**config.mk**
```make
export PLATFORM = sky130hd
export DESIGN_NAME = ple_cell
export DESIGN_NICKNAME = d
export VERILOG_FILES = /design/src/rtl/ple_pkg.sv /design/src/rtl/ple_cell.sv
export SDC_FILE = /design/constraint.sdc
export NUM_CORES = 1
export LEC_CHECK = 0
export ABC_AREA = 1
export BUFFER_PORTS_ARGS = -buffer_cell sky130_fd_sc_hd__buf_2
export CAP_MARGIN = 15
export CORE_MARGIN = 4
export CORE_UTILIZATION = 30
export DETAILED_ROUTE_END_ITERATION = 8
export PLACE_DENSITY = 0.64
export REMOVE_ABC_BUFFERS = 1
export SYNTH_ARGS = -nofsm -noshare
export SYNTH_HDL_FRONTEND = slang
export SYNTH_SLANG_ARGS = --single-unit
```
**constraint.sdc**
```tcl
create_clock -name clk -period 6.7 [get_ports clk]
set_input_delay 1.34 -clock clk [delete_from_list [all_inputs] [get_ports clk]]
set_output_delay 1.34 -clock clk [all_outputs]
set_load 0.02 [all_outputs]
```
**src/rtl/ple_pkg.sv**
```systemverilog
package ple_pkg;

	// list geometry
	localparam int LIST_DEPTH = 128;
	localparam int IDX_W      = $clog2(LIST_DEPTH);
	localparam int CNT_W      = $clog2(LIST_DEPTH + 1);

	// first-match tree: groups of GRP cells, one registered level each
	localparam int GRP    = 16;
	localparam int GRP_W  = $clog2(GRP);
	localparam int NGRP   = (LIST_DEPTH + GRP - 1) / GRP;
	localparam int PAD_W  = NGRP * GRP;

	typedef logic signed [31:0]  data_t;
	typedef logic [IDX_W-1:0]    idx_t;
	typedef logic [CNT_W-1:0]    cnt_t;
	typedef logic [GRP_W-1:0]    grp_idx_t;

	typedef enum logic [1:0] {
		FN_INSERT    = 2'd0,
		FN_DELETE    = 2'd1,
		FN_LOCATE    = 2'd2,
		FN_PARTITION = 2'd3
	} func_t;

	typedef enum logic [1:0] {
		STAT_DONE   = 2'd0,
		STAT_FULL   = 2'd1,
		STAT_BADPOS = 2'd2
	} status_t;

	// broadcast to every cell of the chain
	typedef enum logic [1:0] {
		CO_HOLD       = 2'd0,
		CO_INSERT     = 2'd1,  // cell lo takes data, cells lo+1..hi take left neighbor
		CO_SHIFT_DOWN = 2'd2   // cells lo..hi-1 take right neighbor, cell hi takes data
	} cell_op_t;

	typedef struct packed {
		cell_op_t op;
		idx_t     lo;
		idx_t     hi;
		data_t    data;
	} cell_cmd_t;

	// result item, status in the low bits
	typedef struct packed {
		logic [7:0] entry_count;
		logic [6:0] match_index;
		logic       found;
		status_t    status;
	} res_t;

	typedef enum logic [2:0] {
		S_IDLE,
		S_LOC1,
		S_LOC2,
		S_LOC3,
		S_PART,
		S_EMIT
	} state_t;

endpackage

```
**src/rtl/ple_cell.sv**
```systemverilog
// One list entry. Moves data to/from its neighbors on a broadcast command.
module ple_cell (
	input  logic               clk,
	input  ple_pkg::idx_t      cell_idx,
	input  ple_pkg::cell_cmd_t cmd,
	input  ple_pkg::data_t     left_data,
	input  ple_pkg::data_t     right_data,
	input  ple_pkg::data_t     key,
	input  ple_pkg::cnt_t      count,
	output ple_pkg::data_t     entry,
	output logic               hit
);

	ple_pkg::data_t entry_q;
	ple_pkg::data_t entry_d;

	always_comb begin
		entry_d = entry_q;
		unique case (cmd.op)
			ple_pkg::CO_INSERT: begin
				if (cell_idx == cmd.lo) begin
					entry_d = cmd.data;
				end else if (cell_idx > cmd.lo && cell_idx <= cmd.hi) begin
					entry_d = left_data;
				end
			end
			ple_pkg::CO_SHIFT_DOWN: begin
				if (cell_idx == cmd.hi) begin
					entry_d = cmd.data;
				end else if (cell_idx >= cmd.lo && cell_idx < cmd.hi) begin
					entry_d = right_data;
				end
			end
			default: begin
				entry_d = entry_q;
			end
		endcase
	end

	always_ff @(posedge clk) begin
		entry_q <= entry_d;
	end

	assign entry = entry_q;
	// only live entries may match
	assign hit   = (entry_q == key) && (ple_pkg::cnt_t'(cell_idx) < count);

endmodule

```
After elaboration in Yosys (flattened, before gate mapping)
Index checks and enable logic that the tools add are counted.

Register bits after elaboration: 32. Output and inout port bits: 33. Logic and storage cells: 23.

Order comparisons: 5. Equality and inequality tests: 7. Multiplexer cells: 5. Reduce and logical (&&, ||, !) cells: 5.

Operators with widths (count): $mux 32 (4); $pmux 32 s2 (1); $eq 32x32->1 (1); $eq 7x7->1 (2); $lt 7x8->1 (1); $ge 7x7->1 (1); $gt 7x7->1 (1); $le 7x7->1 (1); $lt 7x7->1 (1); $ne 3x3->1 const B (2); $logic_and 1x1->1 (3); $reduce_and 3->1 (1); $eq 2x1->1 const B (1); $eq 2x2->1 const B (1); $reduce_bool 2->1 (1).

Longest topological paths before layout
Gate-level depths: netlist (run 1).

Depth after elaboration: 5. Gate-level depth with buffers: 11. Depth with buffers taken out: 11.

Worst setup path after synthesis (run 1)
OpenSTA, ideal clock, no wires.

Kind: input to register. Start: input cmd[38] (netlist bit). End: register entry_q[0], in the netlist entry[0], enable pin. Library setup time: 422 ps. Arrival time: 3662 ps. Data required time: 6278 ps. Path slack: 2616 ps. Stages on the path: 10. Path buffers: 2. Cells stage by stage: inv_1 > ha_1 > nand2_2 > nor2_4 > nand2_2 > buf_6 > buf_6 > nand2_1 > a21oi_1 > nor2_1.

Word-level cells in the longest chain between the ends: 4. Elaborated cells on any way between the ends: 8. Those cells by class: 2 x order compare; 3 x eq/ne; 3 x reduce/logical.

Ends and longest elaborated chain: start: declaration (RTL line ple_cell.sv:5) `input ple_pkg::cell_cmd_t cmd,`; $lt 7x7->1 or $le 7x7->1 (tied branches) (RTL line ple_cell.sv:30, ple_cell.sv:23); $logic_and 1x1->1, on equally long branches (RTL line ple_cell.sv:30, ple_cell.sv:23); $ne 3x3->1 (no line); $reduce_and 3->1 (no line) *; end signal: assignment (RTL line ple_cell.sv:41) `entry_q <= entry_d;`; end: declaration (RTL line ple_cell.sv:14) `ple_pkg::data_t entry_q;`.

Mark *: on every way between the ends. The rest lies on a longest branch, timed or not. A chain may end at the register's enable or synchronous reset.

Worst setup path in the final report (run 1)
Start: input cell_idx[5]. End: output hit.

Word-level cells in the longest chain between the ends: 2.

Ends and longest elaborated chain: start: declaration (RTL line ple_cell.sv:4) `input ple_pkg::idx_t cell_idx,`; $lt 7x8->1 (RTL line ple_cell.sv:46) `assign hit = (entry_q == key) && (ple_pkg::cnt_t'(cell_idx) < count);`; $logic_and 1x1->1 (RTL line ple_cell.sv:46); end: declaration (RTL line ple_cell.sv:11) `output logic hit`.

No other way between the ends.

==> flow_summary.ini, run 1 <==
[power]
p_per_area_nw_per_um2 = 170
vdd_drop_max_uv = 73.2
p_leak_uw = 0.00213

[logic_synthesis]
syn-cell-area_um2 = 3070
synth_fa_ha_area_share_pct = 8.98
yosys_register_bits = 32
synth_compound_area_share_pct = 24.7
synth-xor-area-share_pct = 8.85
ys_warn_count = 0
avgSynthCellArea_um2 = 7.32
synthCells = 419
synth_top_family_by_area = compound AO/OA/AOI/OAI gates
ys_seq_area_share_pct = 31.3
synth_mux_area_share_pct = 0
ys_types = 24
synthSimpleGateAreaFrac_pct = 14.4

[global_route]
grt_overflow_total = 0
grt_pass1_vias = 3133
grt_pass1_wl_um = 14000
antenna_found_initial = 0
grt_max_degree = 66
grtUsageTotal_pct = 14.6

[die]
chipHeight_um = 109
die_area_um2 = 11900
die_x_um = 109
start_util_pct = 31.1
num_io_pins = 193
rows = 36
core_area_um2 = 9860

[flow_run]
maxCapViolations = 0

[routing]
num_vias = 3329
wire_per_inst_um = 12.5
routed_wl_um = 9140
drt-initial-drc-count = 162
ant_nets = 0
first_pass_iters = 5
drc = 0
via_per_inst = 4.54

[setup_path]
path_depth = 8
path_buf_inv = 2
path_cells = buf_2 -> ha_1 -> a21oi_1 -> o211ai_1 -> nor2_1 -> nand2_1 -> nor2_1 -> buf_2
end_kind = primary output
worst_path_dominant_cell_family = adder cells
crit_arrival_ns = 2.47
critical_path_class = input pin to primary output
startpoint_type = input pin
endpoint = hit
crit_slowest_cell = ha_1
worstPathRequired_ns = 5.36
startpoint = cell_idx[5]
path_max_fanout = 3
cpPeakStageDelay_ns = 0.31

[place]
place_ws_ns = 2.73
place.gp.congestion = 0.813
portBuffers = 192
place_hpwl_um = 7440
place_inst = 725

[timing]
fmax_ghz = 0.262
maxSlewHeadroom_pct = 26.1
min_period_over_period_pct = 56.9
finalHoldViolations = 0
tns_ns = 0
tightest_slew_ns = 1.11
worst_slack_ns = 2.89
maxSlewViolCount = 0
setup_viol = 0
finalCriticalPeriod_ns = 3.81
rsz0062_at_grt = false

[clock_tree]
cts_buffers = 5
cts_tree = built
h-tree-depth = 2
clockRootBuffer = clkbuf_8
holdBufCountCts = 0
cts.repair.resized = 0
clkSinkCount = 32
post_cts_buffers = 0
clk_pin_slew_worst_paths_ns = 0.07
cts.path.max_buffers = 2

[layout]
largest_register_ffs = 32
drive_gt1_share_pct = 37.2
fin_cells = 733
fin_nets = 781
syn_to_final_growth_pct = 37.1
layout_commonest_cell = buf_2
mostFrequentLayoutCells = 192 x buf_2, 65 x inv_1, 50 x nor2_1
diodes = 0

[hold_path]
hold_class = input pin to flip-flop

[status]
outcome = completed
-- per-stage QoR --
| step | hold slack [ns] | instance area, µm² | total power, µW | util [%] |
|---|---|---|---|---|
| floorplan | 1.56 | 2960 | 433 | - |
| finish | 1.39 | 4210 | 713 | 42.6 |
| CTS | 1.37 | 4210 | 727 | 42.6 |
| global placement | 1.66 | 4100 | 540 | 41.6 |
| detailed placement | 1.67 | 4100 | 544 | 41.6 |
| global route | 1.38 | 4210 | 769 | 42.6 |
-- report_power, final --
group | leakage (µW) | total, µW | internal, µW | switching, µW
Combinational | 0.00177 | 253 | 109 | 144
Sequential | 0.000301 | 284 | 262 | 22.2
Clock | 0.0000532 | 177 | 108 | 68.4
-- Yosys cell counts --
master	count	area, µm²
inv_1	66	248
nor2_4	1	11.3
nor2_1	51	191
xor2_1	13	114
clkbuf_1	6	22.5
buf_1	1	3.75
and3_1	2	12.5
nand2_1	46	173
a21oi_2	17	149
buf_2	9	45.0
o21ai_1	47	235
xnor2_1	18	158
edfxtp_1	32	961
nand2_2	3	18.8
nand4_1	1	6.26
clkbuf_2	1	5.00
o21ai_0	49	245
buf_6	3	33.8
inv_2	1	3.75
a21oi_1	24	120
o211ai_1	1	7.51
nand3b_1	1	7.51
nand3_1	4	20.0
ha_1	22	275
-- area by class of cell --
type	count	area, µm²
Fill cell	1042	5660
Multi-Input combinational cell	300	1750
Timing Repair Buffer	193	968
Sequential cell	32	961
Inverter	67	251
Tap cell	133	166
Clock buffer	5	68.8
Clock inverter	3	37.5
-- cell families after synthesis --
logic type,Yosys count
AO/OA/AOI/OAI,138
AND/OR/NAND/NOR,109
buffers and inverters,87
flip-flops,32
XOR/XNOR,31
adder cells (fa/ha/maj),22
-- routing by layer --
layer,GRT usage (%),vias to the layer above,routed length (µm)
met5,0,-,0
met4,3.52,0,70
li1,-,1735,-
met3,2.01,4,744
met2,27.0,137,4620
met1,17.8,1453,3710
-- how the worst min path moves through the flow --
stage | start | to | slack, ns | depth (start not counted)
after global routing | left_data[18] | entry[18] | 1.38 | 3
after global placement | cmd[16] | entry[16] | 1.66 | 3
after floorplan | cmd[14] | entry[14] | 1.56 | 2
after CTS | cmd[18] | entry[18] | 1.37 | 3
after detailed placement | cmd[23] | entry[23] | 1.67 | 3
final | cmd[26] | entry[26] | 1.39 | 3
Power figures use the tool's default switching activity.
==> inputs of run 2 (changes only) <==
- ABC_AREA: 1 -> 0
- PLACE_DENSITY: 0.64 -> 0.66
- clock period: 6.7 -> 3.2 ns (I/O delays scaled with it)
==> flow_summary.ini, run 2 <==
[layout]
mostFrequentLayoutCells = 192 x buf_2, 37 x a21oi_1, 35 x nor2_1
layout_commonest_cell = buf_2
fin_nets = 672
fin_cells = 624
syn_to_final_growth_pct = 38.0
largest_register_ffs = 32
utilization_pct = 42.6
diodes = 0
drive_gt1_share_pct = 49.5

[setup_path]
worstPathRequired_ns = 2.56
critical_path_class = input pin to primary output
path_cells = buf_2 -> xnor2_1 -> nand4_1 -> nor4_1 -> o21ai_0 -> nor3_1 -> buf_2
startpoint_type = input pin
path_buf_inv = 2
crit_slowest_cell = nor4_1
cp_common_cell = buf_2
path_max_fanout = 1
end_kind = primary output
cpPeakStageDelay_ns = 0.42
worst_path_dominant_cell_family = simple AND/OR/NAND/NOR gates
crit_arrival_ns = 1.99

[timing]
tightest_slew_ns = 0.453
finalCriticalPeriod_ns = 2.63
hold_slack_ns = 0.678
rsz0062_at_grt = false
maxSlewHeadroom_pct = 69.5
worst_slack_ns = 0.572
maxSlewViolCount = 0
setup_viol = 0
finalHoldViolations = 0
fmax_ghz = 0.381
min_period_over_period_pct = 82.1

[logic_synthesis]
synth_compound_area_share_pct = 9.49
yosysMostFrequentCell = a21oi_1
ys_seq_area_share_pct = 31.8
async_reset_ff_share_pct = 0
synth_area_leaders = edfxtp_1 32%, mux2i_1 10%, ha_1 9.1%
synth_mux_area_share_pct = 22.7
syn-cell-area_um2 = 3020
yosys_register_bits = 32
synth-xor-area-share_pct = 9.29
synth_top_family_by_area = multiplexers
synth_edf_count = 32
synth_common_cells = 37 x a21oi_1, 35 x nor2_1, 32 x edfxtp_1, 31 x mux2i_1
synthCells = 296
avgSynthCellArea_um2 = 10.2
ys_types = 29
yosysTopAreaCell = edfxtp_1
synth_fa_ha_area_share_pct = 9.12
synth_ff_type = edfxtp_1
yosys.area.top_type_share_pct = 31.8
ys_warn_count = 0
synthSimpleGateAreaFrac_pct = 9.95

[routing]
wire_per_inst_um = 14.4
drc = 0
via_per_inst = 4.53
drt-initial-drc-count = 123
first_pass_iters = 4
routed_wl_um = 9000
num_vias = 2829
ant_nets = 0

[clock_tree]
holdBufCountCts = 0
cts_tree = built
h-tree-depth = 2
clockRootBuffer = clkbuf_8
cts.path.max_buffers = 2
clkSinkCount = 32
post_cts_buffers = 0
cts.repair.resized = 0
clk_pin_slew_worst_paths_ns = 0.07
cts_buffers = 5

[global_route]
grt_overflow_total = 0
grt_pass1_vias = 2793
grtUsageTotal_pct = 14.5
antenna_found_initial = 0
grt_pass1_wl_um = 13300
grt_max_degree = 35

[die]
chipHeight_um = 108
die_x_um = 108
rows = 36
core_area_um2 = 9770
num_io_pins = 193
start_util_pct = 30.9
die_area_um2 = 11700

[place]
place_inst = 616
place_ws_ns = 0.484
portBuffers = 192
place.gp.congestion = 0.799
place_hpwl_um = 7540

[power]
vdd_drop_max_uv = 167
total_power_uw = 1440
p_leak_uw = 0.00192
p_per_area_nw_per_um2 = 346

[status]
outcome = completed

[flow_run]
maxCapViolations = 0

[hold_path]
hold_class = input pin to flip-flop
## run 2: layout make-up
type | instances | area (µm²)
Inverter | 24 | 90.1
Clock buffer | 6 | 72.6
Fill cell | 986 | 5610
Clock inverter | 2 | 11.3
Tap cell | 133 | 166
Multi-Input combinational cell | 227 | 1840
Sequential cell | 32 | 961
Timing Repair Buffer | 200 | 1020
## run 2: through the flow
| stage | cell area, µm² | setup TNS (ns) |
|---|---|---|
| 5_1_grt | 4170 | 0 |
| 3_5_place_dp | 4080 | 0 |
| 6_report | 4170 | 0 |
| 4_1_cts | 4170 | 0 |
| 2_1_floorplan | 2880 | -52.98 |
| 3_3_place_gp | 4080 | 0 |
## run 2: cell families (layout without fill, tap and decap cells)
kind of cell,Yosys count,in the layout
muxes,62,62
and+or+nand+nor,59,59
AOI/OAI and AO/OA,52,52
buffers and inverters,37,232
xor gates and xnor gates,32,32
DFF,32,32
adders and majority gates,22,22
## run 2: final timing paths
| check | from | slack (ns) | end | cells after the start |
|---|---|---|---|---|
| max | key[21] | 0.57 | hit | 7 |
| min | cmd[30] | 0.68 | entry[30] | 3 |
## run 2: metal layers
layer / share of wire, % / global-route usage [%] / vias to the layer above / routed length [µm]
li1: - / - / 1457 / -
met1: 41 / 17.2 / 1263 / 3720
met2: 51 / 27.1 / 107 / 4630
met3: 6.8 / 2.93 / 2 / 612
met4: 0.36 / 2.61 / 0 / 32
met5: 0 / 0 / - / 0
## run 2: where the power goes
part | switching, µW | total [µW] | leakage [µW] | internal, µW
Sequential | 50.1 | 602 | 0.000307 | 552
Clock | 157 | 308 | 0.0000388 | 151
Combinational | 287 | 530 | 0.00158 | 243
Total | 494 | 1440 | 0.00192 | 946
==> inputs of run 3 (changes only) <==
- PLACE_DENSITY: 0.66 -> 0.64
- clock period: 3.2 -> 2.5 ns (I/O delays scaled with it)
==> flow_summary.ini, run 3 (synthesis results as in run 2) <==
[power]
p_per_area_nw_per_um2 = 437
p_comb_share_pct = 37.4
p_seq_share_pct = 41.3
switching_share_pct = 34.4
p_switching_uw = 643
vdd_drop_max_uv = 187
p_clk_share_pct = 21.4
p_leak_uw = 0.00197
power.internal_uw = 1230

[timing]
maxSlewViolCount = 0
maxSlewHeadroom_pct = 69.2
rsz0062_at_grt = true
finalHoldViolations = 0
min_period_over_period_pct = 94.9
fmax_ghz = 0.422
setup_viol = 0
tightest_slew_ns = 0.460
finalCriticalPeriod_ns = 2.37

[routing]
wire_per_inst_um = 14.3
drc = 0
ant_nets = 0
routed_wl_um = 8970
drt-initial-drc-count = 77
first_pass_iters = 4
via_per_inst = 4.50
num_vias = 2833

[layout]
diodes = 0
mostFrequentLayoutCells = 191 x buf_2, 37 x a21oi_1, 35 x nor2_1
fin_nets = 677
fin_cells = 629
layout_commonest_cell = buf_2
fillers = 993
final_area_um2 = 4280
largest_register_ffs = 32
drive_gt1_share_pct = 50.4
syn_to_final_growth_pct = 41.7

[global_route]
grt_max_degree = 37
grt_pass1_wl_um = 13900
antenna_found_initial = 0
grtUsageTotal_pct = 15.2
grt_pass1_vias = 2983
grt_overflow_total = 0

[clock_tree]
cts.path.max_buffers = 2
clockRootBuffer = clkbuf_8
holdBufCountCts = 0
h-tree-depth = 2
clkSinkCount = 32
cts_tree = built
clk_pin_slew_worst_paths_ns = 0.07
cts_buffers = 5
post_cts_buffers = 0

[setup_path]
crit_slowest_cell = edfxtp_1
crit_arrival_ns = 1.87
end_kind = primary output
path_buf_inv = 2
path_max_fanout = 2
cpPeakStageDelay_ns = 0.42
cp_common_cell = buf_4
startpoint_type = flip-flop
path_cells = xor2_1 -> nor4_1 -> buf_4 -> nand4_1 -> nor3_2 -> buf_4
critical_path_class = flip-flop to primary output
worst_path_dominant_cell_family = simple AND/OR/NAND/NOR gates
worstPathRequired_ns = 2.00

[place]
place_hpwl_um = 7590
place.gp.congestion = 0.771
placedInstanceArea_um2 = 4170
portBuffers = 192
place_inst = 621

[flow_run]
maxCapViolations = 0

[die]
rows = 36
num_io_pins = 193
die_x_um = 108
die_area_um2 = 11700
chipHeight_um = 108
core_area_um2 = 9770
start_util_pct = 30.9

[hold_path]
hold_class = input pin to flip-flop

[status]
outcome = completed
## run 3: cell types whose count changed in the layout (fill, tap and decap cells not counted), sizes merged
cell,change
buf,+5
## run 3: path summary, 6_finish.rpt
kind                      start         to  slack (ns)  cells past startpoint
worst max-delay path  entry[13]        hit        0.13                      6
worst min-delay path    cmd[30]  entry[30]        0.54                      3
## run 3: layout make-up
class                           instances  area (µm²)  share of cell area [%]
Inverter                               24        90.1                    2.11
Sequential cell                        32         961                    22.5
Multi-Input combinational cell        227        1860                    43.6
Tap cell                              133         166                    3.89
Timing Repair Buffer                  205        1110                    26.0
Clock buffer                            6        72.6                    1.70
Clock inverter                          2        11.3                   0.263
## run 3: power groups by stage
stage          Combinational [µW]  Sequential [µW]  Clock (µW)
3_5_place_dp                  705              782           0
4_1_cts                       711              774         426
5_1_grt                       773              786         447
2_1_floorplan                 268              892           0
6_report                      698              771         399
3_3_place_gp                  690              783           0
## run 3: routing by layer
layer | global-route usage [%] | vias to the layer above | part of all wire [%]
met4 | 4.15 | 0 | 1.7
met2 | 28.0 | 123 | 51
met5 | 0 | - | 0
met3 | 3.52 | 13 | 7.7
met1 | 17.6 | 1236 | 40
li1 | - | 1461 | -
## run 3: timing repair
| action | in CTS | in global routing |
|---|---|---|
| endpoints found under the setup margin | 1 | 1 |
| pin swaps | 1 | 3 |
| gates resized for setup | 2 | 3 |
| gates cloned | 0 | 0 |
| endpoints found under the hold margin | 0 | 0 |
## run 3: stage by stage
stage	power, µW	setup TNS [ns]	util (%)	setup WS (ns)	hold slack, ns
final	1870	0	43.7	0.128	0.536
after global routing	2010	-0.0748	43.7	-0.0748	0.528
after CTS	1910	0	43.7	0.0160	0.521
after detailed placement	1490	-0.0128	42.7	-0.0128	0.833
after global placement	1470	0	42.7	0.0385	0.837
after floorplan	1160	-70.98	-	-2.22	0.701
