## config.mk

```make
export PLATFORM = sky130hd
export DESIGN_NAME = ple_first_match
export DESIGN_NICKNAME = d
export VERILOG_FILES = /design/src/rtl/ple_pkg.sv /design/src/rtl/ple_first_match.sv
export SDC_FILE = /design/constraint.sdc
export NUM_CORES = 1
export LEC_CHECK = 0
export BUFFER_PORTS_ARGS = -buffer_cell sky130_fd_sc_hd__buf_2
export CORE_MARGIN = 2
export CORE_UTILIZATION = 35
export DETAILED_ROUTE_END_ITERATION = 10
export GPL_TIMING_DRIVEN = 0
export PLACE_DENSITY = 0.7
export SLEW_MARGIN = 20
export SYNTH_ARGS = -nofsm -noshare
export SYNTH_HDL_FRONTEND = slang
export SYNTH_SLANG_ARGS = --single-unit
```

## constraint.sdc

```tcl
create_clock -name clk -period 1.7 [get_ports clk]
set_clock_uncertainty 0.1 [all_clocks]
set_input_delay 0.17 -clock clk [delete_from_list [all_inputs] [get_ports clk]]
set_output_delay 0.17 -clock clk [all_outputs]
set_load 0.005 [all_outputs]
```

## src/rtl/ple_pkg.sv

```systemverilog
package ple_pkg;

	// list geometry
	localparam int LIST_DEPTH = 128;
	localparam int IDX_W      = $clog2(LIST_DEPTH);
	localparam int CNT_W      = $clog2(LIST_DEPTH + 1);

	// first-match tree: groups of GRP cells, one registered level each
	localparam int GRP    = 16;
	localparam int GRP_W  = $clog2(GRP);
	localparam int NGRP   = (LIST_DEPTH + GRP - 1) / GRP;
	localparam int PAD_W  = NGRP * GRP;

	typedef logic signed [31:0]  data_t;
	typedef logic [IDX_W-1:0]    idx_t;
	typedef logic [CNT_W-1:0]    cnt_t;
	typedef logic [GRP_W-1:0]    grp_idx_t;

	typedef enum logic [1:0] {
		FN_INSERT    = 2'd0,
		FN_DELETE    = 2'd1,
		FN_LOCATE    = 2'd2,
		FN_PARTITION = 2'd3
	} func_t;

	typedef enum logic [1:0] {
		STAT_DONE   = 2'd0,
		STAT_FULL   = 2'd1,
		STAT_BADPOS = 2'd2
	} status_t;

	// broadcast to every cell of the chain
	typedef enum logic [1:0] {
		CO_HOLD       = 2'd0,
		CO_INSERT     = 2'd1,  // cell lo takes data, cells lo+1..hi take left neighbor
		CO_SHIFT_DOWN = 2'd2   // cells lo..hi-1 take right neighbor, cell hi takes data
	} cell_op_t;

	typedef struct packed {
		cell_op_t op;
		idx_t     lo;
		idx_t     hi;
		data_t    data;
	} cell_cmd_t;

	// result item, status in the low bits
	typedef struct packed {
		logic [7:0] entry_count;
		logic [6:0] match_index;
		logic       found;
		status_t    status;
	} res_t;

	typedef enum logic [2:0] {
		S_IDLE,
		S_LOC1,
		S_LOC2,
		S_LOC3,
		S_PART,
		S_EMIT
	} state_t;

endpackage

```

## src/rtl/ple_first_match.sv

```systemverilog
// Lowest set bit of the cell hit vector, two registered levels.
module ple_first_match (
	input  logic                            clk,
	input  logic [ple_pkg::LIST_DEPTH-1:0]  match,
	output logic                            first_hit,
	output ple_pkg::idx_t                   first_idx
);

	logic [ple_pkg::PAD_W-1:0] padded;
	logic                      grp_hit_d  [ple_pkg::NGRP];
	ple_pkg::grp_idx_t         grp_idx_d  [ple_pkg::NGRP];
	logic                      grp_hit_s1 [ple_pkg::NGRP];
	ple_pkg::grp_idx_t         grp_idx_s1 [ple_pkg::NGRP];
	logic                      hit_d;
	ple_pkg::idx_t             idx_d;
	logic                      hit_s2;
	ple_pkg::idx_t             idx_s2;

	assign padded = ple_pkg::PAD_W'(match);

	// level 1: priority inside each group
	always_comb begin
		for (int g = 0; g < ple_pkg::NGRP; g++) begin
			grp_hit_d[g] = |padded[g*ple_pkg::GRP +: ple_pkg::GRP];
			grp_idx_d[g] = '0;
			for (int k = ple_pkg::GRP - 1; k >= 0; k--) begin
				if (padded[g*ple_pkg::GRP + k]) begin
					grp_idx_d[g] = ple_pkg::grp_idx_t'(k);
				end
			end
		end
	end

	always_ff @(posedge clk) begin
		grp_hit_s1 <= grp_hit_d;
		grp_idx_s1 <= grp_idx_d;
	end

	// level 2: priority across groups
	always_comb begin
		hit_d = 1'b0;
		idx_d = '0;
		for (int g = ple_pkg::NGRP - 1; g >= 0; g--) begin
			if (grp_hit_s1[g]) begin
				hit_d = 1'b1;
				idx_d = ple_pkg::idx_t'(g * ple_pkg::GRP + int'(grp_idx_s1[g]));
			end
		end
	end

	always_ff @(posedge clk) begin
		hit_s2 <= hit_d;
		idx_s2 <= idx_d;
	end

	assign first_hit = hit_s2;
	assign first_idx = idx_s2;

endmodule

```

## Yosys cells after proc, flatten, opt, wreduce, memory -nomap -nowiden

Index checks and enable logic that the tools add are counted.
W data, S select, Z words.

- Register bits after elaboration: 48
- Bits of input ports: 129

- Reductions and logical operators: 33
- Add/subtract/negate cells: 7
- Mux-type cells: 129

Operator list:

| kind | number |
|---|---|
| $mux W4 | 65 |
| $reduce_or A16 Y1 | 8 |
| $mux W3 | 32 |
| $reduce_or A8 Y1 | 8 |
| $mux W7 | 7 |
| $mux W2 | 16 |
| $reduce_or A4 Y1 | 8 |
| $add A7 B4 Y7 const A | 4 |
| $reduce_or A2 Y1 | 8 |
| $add A6 B4 Y7 const A | 2 |
| $mux W1 | 9 |
| $reduce_or A7 Y1 | 1 |
| $add A5 B4 Y6 const A | 1 |

## Logic depth before layout (Yosys ltp)

Gate-level depths: netlist of the first run.

- Word-level depth: 15
- Mapped depth: 4
- Depth with buffers taken out: 4

## Worst setup path before layout of the first run

Ideal clock, no wire load.

- Kind: register to register
- Start: register grp_hit_s1[2] (netlist bit)
- End: register idx_s2[3] (netlist: first_idx[3])
- Arrival time: 1,137 ps
- Slack: 389 ps
- Period minus slack after synthesis: 1,311 ps
- Buffers on the path: 0
- Data required time: 1,526 ps
- Cell stages (with the launch flop): 5
- Path through: dfxtp_1 -> or2b_2 -> o22ai_1 -> or4_1 -> a31oi_1

- Cells in the longest elaborated chain, start to end: 6

RTL lines:

| what | RTL line | RTL |
|---|---|---|
| start: declaration | ple_first_match.sv:12 | `logic grp_hit_s1 [ple_pkg::NGRP];` |
| start signal: assignment | ple_first_match.sv:35 | `grp_hit_s1 <= grp_hit_d;` |
| $mux W7 (5 in a row) | ple_first_match.sv:44 | `if (grp_hit_s1[g]) begin` |
| $mux W4 | ple_first_match.sv:44 |  |
| named net idx_d[3] | ple_first_match.sv:15 | `ple_pkg::idx_t idx_d;` |
| end signal: assignment | ple_first_match.sv:53 | `idx_s2 <= idx_d;` |
| end: declaration | ple_first_match.sv:17 | `ple_pkg::idx_t idx_s2;` |

The timed path passes the listed nets, and every way through them passes these cells.
A chain may end at the register's enable or synchronous reset.

## Worst setup path after layout of the first run

- Start: register grp_hit_s1[0] (netlist bit)
- End: register idx_s2[3] (netlist: first_idx[3])

- Cells in the longest elaborated chain, start to end: 8

RTL lines:

| what | RTL line |
|---|---|
| $mux W7 (7 in a row) | ple_first_match.sv:44 |
| $mux W4 | ple_first_match.sv:44 |
| named net idx_d[3] | ple_first_match.sv:15 |

The timed path passes the listed nets, and every way through them passes these cells.

==> run summary, run 1 <==
status - finished clean
CP max FO - 4
post-synthesis cell area - 2550 um^2
area delta synth->final - 38.4%
Worst path max stage delay - 420 ps
Setup Buffers After CTS - 0
Initial DRC Count - 100
Flop pwr share - 52.1%
CTS max path bufs - 2
worst r2r src - grp_hit_s1[0]
Comb power frac - 18.5%
syn_nets - 492
switch share - 24.8%
reg2reg path depth - 4
R2R setup slack - 240 ps
number of global-route vias before repair - 2,670
Post-Layout Cell Count - 614
WL final - 6540 um
Detail Route Antenna Nets - 0
clock power share - 29.4%
Initial DRT Pass Iterations - 4
Leak - 1.58 nW
Worst Max-Slew Pin Slew - 466 ps
RSZ-0062 raised after global routing - false
switching pwr - 558 uW
initial antenna violation count - 0
Die Height - 89.3 um
Antenna Cells - 0
Area contributors post-synth - dfxtp_1, nor2_1, nand2_1
peak supply drop - 0.313 mV
Final Hold Vio Count - 0
top cell type's share of synthesized area - 37.7%
Slew HR - 68.6%
Worst-Skew Late Latency - 290 ps
commonest non-fill, non-tap cell in the layout - buf_2
Hold Crit Depth - 3
Final Critical Period - 1460 ps
placer congestion estimate - 0.794
crit path cell chain - nor2b_4 -> a221oi_1 -> or4_1 -> a31oi_1
setup TNS - 0 ps
number of nets in the layout - 643
Post-synth EDFFs - 0
die width - 89.3 um
Fill cells - 752
largest net degree at the start of global routing - 15
Seq cells post-synth - 48
vias per cell - 4.94
leading area contributor after synthesis - dfxtp_1
clk slew on worst S/H paths - 80 ps
internal power - 1.70 mW
DRC violation count after routing - 0
Crit Path Class - reg2reg
CP Data Required Time - 1820 ps
async set-reset flop share out of synthesis - 0%
first-pass GRT wire length - 10,500 um
layout cells sized above 1 - 28.5%
Core Rows - 31
DP Cell Count - 598
Clock Sinks - 48
crit share post-route - 85.7%
Die ar. - 7980 um^2
CP Launch Type - flip-flop
cts bufs inserted - 5
Setup-failing EPs final - 0
# IOs - 137
most frequent cells in the layout - buf_2, nor2_1, dfxtp_1
Hold Path Class - in2reg
min-delay src - match[113]
Congestion Overflow GR - 0
placed wire-length estimate - 5560 um
Hold Path Sink - grp_hit_s1[0]
fmax - 0.686 GHz
Worst EP arrival - 1580 ps
via count - 3,036
register area share after synthesis - 37.7%
Setup crit end kind - flip-flop
CTS Root Cell - clkbuf_8
core area - 7140 um^2
pwr dens - 639 nW/um^2
Ys Warns - 0
Crit Reg-Reg Endpoint - first_idx[3]
Pins Over Slew Limit - 0
Initial Utilization - 35.7%
CP max-delay cell - or4_1
Primary FF master, synth - dfxtp_1
routed len/inst - 10.6 um
GRT Overall Usage - 16.1%
CTS tree - done
Distinct cells, synth - 27
Avg Cell Area, Syn - 7.02 um^2
Syn Inst Count - 363
maxcap violations - 0
H-tree levels - 2
IO Port Bufs - 136
==> worst max-delay path, delay by kind of cell (launching register included) <==
kind            cells  cell delay (ps)
compound gates      2              270
flops               1              400
simple gates        2              620
==> worst max-delay path by stage <==
stage	depth (start not counted)	to	start
after floorplan	4	first_idx[3]	grp_hit_s1[2]
after global routing	4	first_idx[0]	grp_hit_s1[0]
final	4	first_idx[3]	grp_hit_s1[0]
after detailed placement	4	first_idx[3]	grp_hit_s1[0]
after global placement	4	first_idx[3]	grp_hit_s1[2]
after CTS	4	first_idx[3]	grp_hit_s1[0]
==> per-stage QoR <==
step / utilization (%) / power, mW / area (um^2) / hold slack [ps] / worst slack [ps]
finish: 49.4 / 2.25 / 3530 / 26.7 / 243
global route: 49.4 / 2.40 / 3530 / 27.9 / 168
CTS: 49.4 / 2.29 / 3530 / 14.6 / 240
detailed placement: 47.0 / 1.60 / 3350 / 292 / 261
global placement: 47.0 / 1.59 / 3350 / 293 / 286
floorplan: - / 1.36 / 2550 / 164 / 389
==> metal layers <==
layer	up-vias	track usage (%)	part of all wire (%)
met3	0	2.86	6.0
met5	-	0	0
met4	0	4.48	0
li1	1610	-	-
met1	1335	20.3	46
met2	91	28.2	48
==> layout make-up <==
| cell class | instances | area [um^2] | area share [%] |
|---|---|---|---|
| tap | 99 | 124 | 3.51 |
| multi-input combinational | 286 | 1470 | 41.8 |
| clock buffer | 7 | 86.3 | 2.45 |
| inverter | 28 | 105 | 2.98 |
| clock inverter | 1 | 7.51 | 0.213 |
| buffer | 1 | 7.51 | 0.213 |
| sequential | 48 | 961 | 27.3 |
| timing repair buffer | 144 | 761 | 21.6 |
==> state kept, by name (all words and copies together), names as in the netlist <==
name and cells:
grp_idx_s1 32, grp_hit_s1 8, first_idx 7, first_hit 1
==> synth_stat cells (8+ instances only) <==
| cell | instances |
|---|---|
| nor3_1 | 9 |
| o22ai_1 | 14 |
| nor2_1 | 78 |
| inv_1 | 28 |
| nand2_1 | 45 |
| o21ai_0 | 19 |
| a31oi_1 | 12 |
| a221oi_1 | 11 |
| nand4_1 | 8 |
| nand2b_1 | 8 |
| a21oi_1 | 27 |
| dfxtp_1 | 48 |
| nor3b_1 | 8 |
| nor4_1 | 16 |
| nand3_1 | 9 |
| o31ai_1 | 8 |
==> logic make-up (layout without fill, tap and decap cells) <==
logic type / count (synthesis) / count (layout) / synth area share, %
AND/OR/NAND/NOR: 189 / 189 / 34.4
buffers and inverters: 29 / 181 / 4.42
flip-flops: 48 / 48 / 37.7
AO/OA/AOI/OAI: 97 / 97 / 23.4
==> power by group through the flow <==
stage / Sequential (mW) / Combinational [mW] / Clock [mW]
6_report: 1.17 / 0.417 / 0.663
5_1_grt: 1.18 / 0.471 / 0.757
4_1_cts: 1.17 / 0.418 / 0.696
3_5_place_dp: 1.20 / 0.402 / 0
3_3_place_gp: 1.20 / 0.389 / 0
2_1_floorplan: 1.19 / 0.162 / 0
==> what timing repair did <==
| action | CTS | global route |
|---|---|---|
| hold buffers | 8 | 0 |
| resized for setup | 0 | 0 |
| hold endpoints to repair | 8 | 0 |
No activity file was read; power rests on OpenSTA's default activity.
==> inputs of run 2 (changes only) <==
--- a/config.mk
+++ b/config.mk
@@ -6,11 +6,13 @@
 export NUM_CORES = 1
 export LEC_CHECK = 0
 export BUFFER_PORTS_ARGS = -buffer_cell sky130_fd_sc_hd__buf_2
+export CELL_PAD_IN_SITES_DETAIL_PLACEMENT = 1
+export CELL_PAD_IN_SITES_GLOBAL_PLACEMENT = 2
 export CORE_MARGIN = 2
-export CORE_UTILIZATION = 35
+export CORE_UTILIZATION = 22
 export DETAILED_ROUTE_END_ITERATION = 10
 export GPL_TIMING_DRIVEN = 0
-export PLACE_DENSITY = 0.7
+export PLACE_DENSITY = 0.83
 export SLEW_MARGIN = 20
 export SYNTH_ARGS = -nofsm -noshare
 export SYNTH_HDL_FRONTEND = slang
==> run 2 against run 1 <==
Worst setup slack worse by 11 ps. Flip-flop and latch count did not move. Sequential share of layout area is 0.45 points lower. Routed wire length is 21% higher. Core utilization shrank 18 points. Largest power group unchanged.
==> run summary, run 2 (synthesis gave the netlist of run 1 again) <==
status - finished clean
Initial DRC Count - 129
maxcap violations - 0
Final Critical Period - 1470 ps
Setup crit end kind - flip-flop
Post-CTS Hold Fix Bufs - 0
number of global-route vias before repair - 3,179
cts bufs inserted - 5
RSZ-0062 raised after global routing - false
Congestion Overflow GR - 0
GRT Overall Usage - 12.7%
min-delay src - match[16]
pre-CTS setup slack - 235 ps
via count - 3,072
Hold Path Class - in2reg
crit path cell chain - or2b_2 -> o22ai_1 -> or4_1 -> a31oi_1
vias per cell - 4.73
Worst EP arrival - 1570 ps
Worst Max-Slew Pin Slew - 471 ps
Setup-failing EPs final - 0
DRC violation count after routing - 0
DP Cell Count - 642
CP Data Required Time - 1800 ps
die width - 112 um
end-of-flow core utilization - 31.5%
Pins Over Slew Limit - 0
# IOs - 137
placed wire-length estimate - 7000 um
CP max FO - 4
post_cts resized - 0
Final Hold Vio Count - 0
Slew HR - 68.3%
Setup crit start - grp_hit_s1[3]
Crit Path Class - reg2reg
Detail Route Antenna Nets - 0
pwr dens - 756 nW/um^2
first-pass GRT wire length - 13,800 um
Core Rows - 39
area delta synth->final - 40.7%
CTS tree - done
Initial Utilization - 22.4%
peak supply drop - 0.475 mV
initial antenna violation count - 0
Fin Hold WS - 5.53 ps
Initial DRT Pass Iterations - 4
most frequent cells in the layout - buf_2, nor2_1, dfxtp_1
commonest non-fill, non-tap cell in the layout - buf_2
worst r2r src - grp_hit_s1[3]
CP max-delay cell - or4_1
Die ar. - 12,500 um^2
Worst-Skew Late Latency - 280 ps
Post-Layout Cell Count - 650
IO Port Bufs - 136
placer congestion estimate - 0.791
Antenna Cells - 0
number of nets in the layout - 635
Largest register FFs - 32
buffers and inverters on the worst path - 0
Worst path max stage delay - 490 ps
H-tree levels - 2
setup TNS - 0 ps
Setup Buffers After CTS - 0
delay-heaviest family, CP - simple AND/OR/NAND/NOR gates
Leak - 1.59 nW
routed len/inst - 12.2 um
WL final - 7900 um
core area - 11,400 um^2
Most flops, register - grp_idx_s1
CP Launch Type - flip-flop
Die Height - 112 um
fmax - 0.681 GHz
Clock Sinks - 48
largest net degree at the start of global routing - 16
clk slew on worst S/H paths - 60 ps
crit share post-route - 86.4%
fin worst setup slack - 231 ps
layout cells sized above 1 - 29.2%
CTS max path bufs - 2
CTS Root Cell - clkbuf_16
-- run 2: cell types whose count changed in the layout (fill, tap and decap cells not counted), sizes merged --
cell | previous run | this run
clkinv | 0 | 1
dlygate4sd3 | 8 | 0
clkbuf | 7 | 6
clkinvlp | 1 | 0
bufinv | 0 | 1
-- run 2: metal layers --
layer | share of wire [%] | track usage [%] | vias up
met5 | 0 | 0 | -
li1 | - | - | 1591
met2 | 46 | 22.0 | 84
met3 | 5.6 | 2.56 | 2
met4 | 0.20 | 1.23 | 0
met1 | 48 | 17.0 | 1395
-- run 2: layout make-up --
cell class / instances / area, um^2
fillers: 1459 / 7780
plain buffers: 1 / 7.51
flip-flops and latches: 48 / 961
inverters: 28 / 105
clock buffers: 6 / 139
well taps: 143 / 179
multi-input cells: 286 / 1470
clock inverters: 2 / 38.8
repair buffers: 136 / 681
-- run 2: power breakdown --
group | internal (mW) | switching [mW]
logic | 0.193 | 0.221
registers | 1.16 | 0.0129
clock network | 0.735 | 0.384
total | 2.09 | 0.618
-- run 2: path summary, 6_finish.rpt --
| kind | end | slack [ps] | cells past startpoint |
|---|---|---|---|
| max | first_idx[1] | 230 | 4 |
| max reg2reg | first_idx[1] | 230 | 4 |
| min | grp_idx_s1[24] | 6 | 2 |
| min reg2reg | first_idx[2] | 440 | 2 |
-- run 2: through the flow --
step	power (mW)	instance area, um^2
2_1_floorplan	1.36	2550
3_3_place_gp	1.60	3410
3_5_place_dp	1.62	3410
4_1_cts	2.74	3580
5_1_grt	2.85	3580
6_report	2.71	3580
-- run 2: worst reg2reg max path, stage by stage, from the launching register on --
cell,delay [ps]
dfxtp_1,390
or2b_2,160
o22ai_1,80
or4_1,490
a31oi_1,170
==> inputs of run 3 (changes only) <==
--- a/config.mk
+++ b/config.mk
@@ -13,6 +13,7 @@
 export DETAILED_ROUTE_END_ITERATION = 10
 export GPL_TIMING_DRIVEN = 0
 export PLACE_DENSITY = 0.83
+export RECOVER_POWER = 25
 export SLEW_MARGIN = 20
 export SYNTH_ARGS = -nofsm -noshare
 export SYNTH_HDL_FRONTEND = slang
==> run 3 against run 2 <==
Critical path depth unchanged. Final area decreased by 0.42%. Worst setup slack unchanged. Non-clock buffer count unchanged. Largest cell class unchanged.
==> run summary, run 3 (synthesis gave the netlist of run 1 again) <==
status - finished clean
RSZ-0062 raised after global routing - false
GRT met1 Usage - 17.0%
R2R setup slack - 230 ps
Most flops, register - grp_idx_s1
initial antenna violation count - 0
area delta synth->final - 40.1%
setup TNS - 0 ps
Slew HR - 68.3%
core area - 11,400 um^2
post_cts resized - 0
GRT busiest layer - met2
number of global-route vias before repair - 3,179
H-tree levels - 2
layout cells sized above 1 - 26.8%
CP max FO - 4
Worst path max stage delay - 490 ps
GRT Overall Usage - 12.7%
number of nets in the layout - 635
Crit Reg-Reg Endpoint - first_idx[1]
peak supply drop - 0.475 mV
fmax - 0.681 GHz
Leak - 1.56 nW
Hold Crit Depth - 2
Die ar. - 12,500 um^2
pwr dens - 758 nW/um^2
Congestion Overflow GR - 0
Setup crit end kind - flip-flop
largest net degree at the start of global routing - 16
Final Critical Period - 1470 ps
cts bufs inserted - 5
Pins Over Slew Limit - 0
Detail Route Antenna Nets - 0
pre-CTS setup slack - 235 ps
Worst EP arrival - 1570 ps
# IOs - 137
Core Rows - 39
min-delay src - match[16]
Worst Max-Slew Pin Slew - 471 ps
commonest non-fill, non-tap cell in the layout - buf_2
Crit Path Class - reg2reg
Fin Hold WS - 5.15 ps
worst r2r src - grp_hit_s1[3]
Hold Path Sink - grp_idx_s1[24]
vias per cell - 4.73
CTS tree - done
M2 GR Usage - 22.0%
CP Launch Type - flip-flop
Setup-failing EPs final - 0
Initial DRT Pass Iterations - 4
DRC violation count after routing - 0
CTS Root Cell - clkbuf_16
CP max-delay cell - or4_1
via count - 3,073
Initial Utilization - 22.4%
clk slew on worst S/H paths - 60 ps
die width - 112 um
Final Hold Vio Count - 0
CP Data Required Time - 1800 ps
Hold Path Class - in2reg
placed wire-length estimate - 7000 um
Initial DRC Count - 124
Worst-Skew Late Latency - 280 ps
Antenna Cells - 0
Largest register FFs - 32
maxcap violations - 0
Clock Sinks - 48
first-pass GRT wire length - 13,800 um
WL final - 7900 um
most frequent cells in the layout - buf_2, nor2_1, dfxtp_1
placer congestion estimate - 0.791
met3 Track Usage GR - 2.56%
Post-CTS Hold Fix Bufs - 0
fin worst setup slack - 231 ps
crit path cell chain - or2b_2 -> o22ai_1 -> or4_1 -> a31oi_1
Die Height - 112 um
Setup Buffers After CTS - 0
CTS max path bufs - 2
IO Port Bufs - 136
reg2reg path depth - 4
routed len/inst - 12.2 um
crit share post-route - 86.4%
==> run 3: changes by cell type in the layout (fill, tap and decap cells not counted), sizes merged <==
cell    before  now
buf        137  125
clkbuf       6   18
==> run 3: power by group <==
part	leakage, nW	switching, mW	internal, mW
registers	0.393	0.0129	1.16
logic	1.08	0.221	0.189
clock network	0.0871	0.384	0.735
total	1.56	0.618	2.09
==> run 3: worst max path at each step <==
stage,start,end,slack (ps),depth (start not counted)
finish,grp_hit_s1[3],first_idx[1],230,4
global route,grp_hit_s1[2],first_idx[3],110,4
CTS,grp_hit_s1[2],first_idx[3],220,4
detailed placement,grp_hit_s1[2],first_idx[3],230,4
global placement,grp_hit_s1[2],first_idx[3],260,4
floorplan,grp_hit_s1[2],first_idx[3],390,4
==> run 3: metal layers <==
| layer | part of all wire (%) | up-vias |
|---|---|---|
| met5 | 0 | - |
| met4 | 0.20 | 0 |
| met3 | 5.6 | 2 |
| met2 | 46 | 84 |
| met1 | 48 | 1396 |
| li1 | - | 1591 |
==> run 3: metrics by stage <==
step	util, %	power [mW]	std cells	cell area [um^2]
final	31.4	2.70	650	3570
after global routing	31.4	2.85	650	3570
after CTS	31.5	2.74	650	3580
after detailed placement	30.0	1.62	642	3410
after global placement	30.0	1.60	642	3410
after floorplan	-	1.36	363	2550
==> run 3: layout make-up <==
type,instances,area [um^2]
inverter,28,105
buffer,1,7.51
clock inverter,2,38.8
sequential,48,961
fill,1463,7800
clock buffer,6,139
timing repair buffer,136,666
multi-input combinational,286,1470
tap,143,179
==> run 3: worst max-delay path, delay by kind of cell, from the launching register on <==
kind,cells,cell delay [ps]
and+or+nand+nor,2,650
AOI/OAI and AO/OA,2,250
DFF,1,390
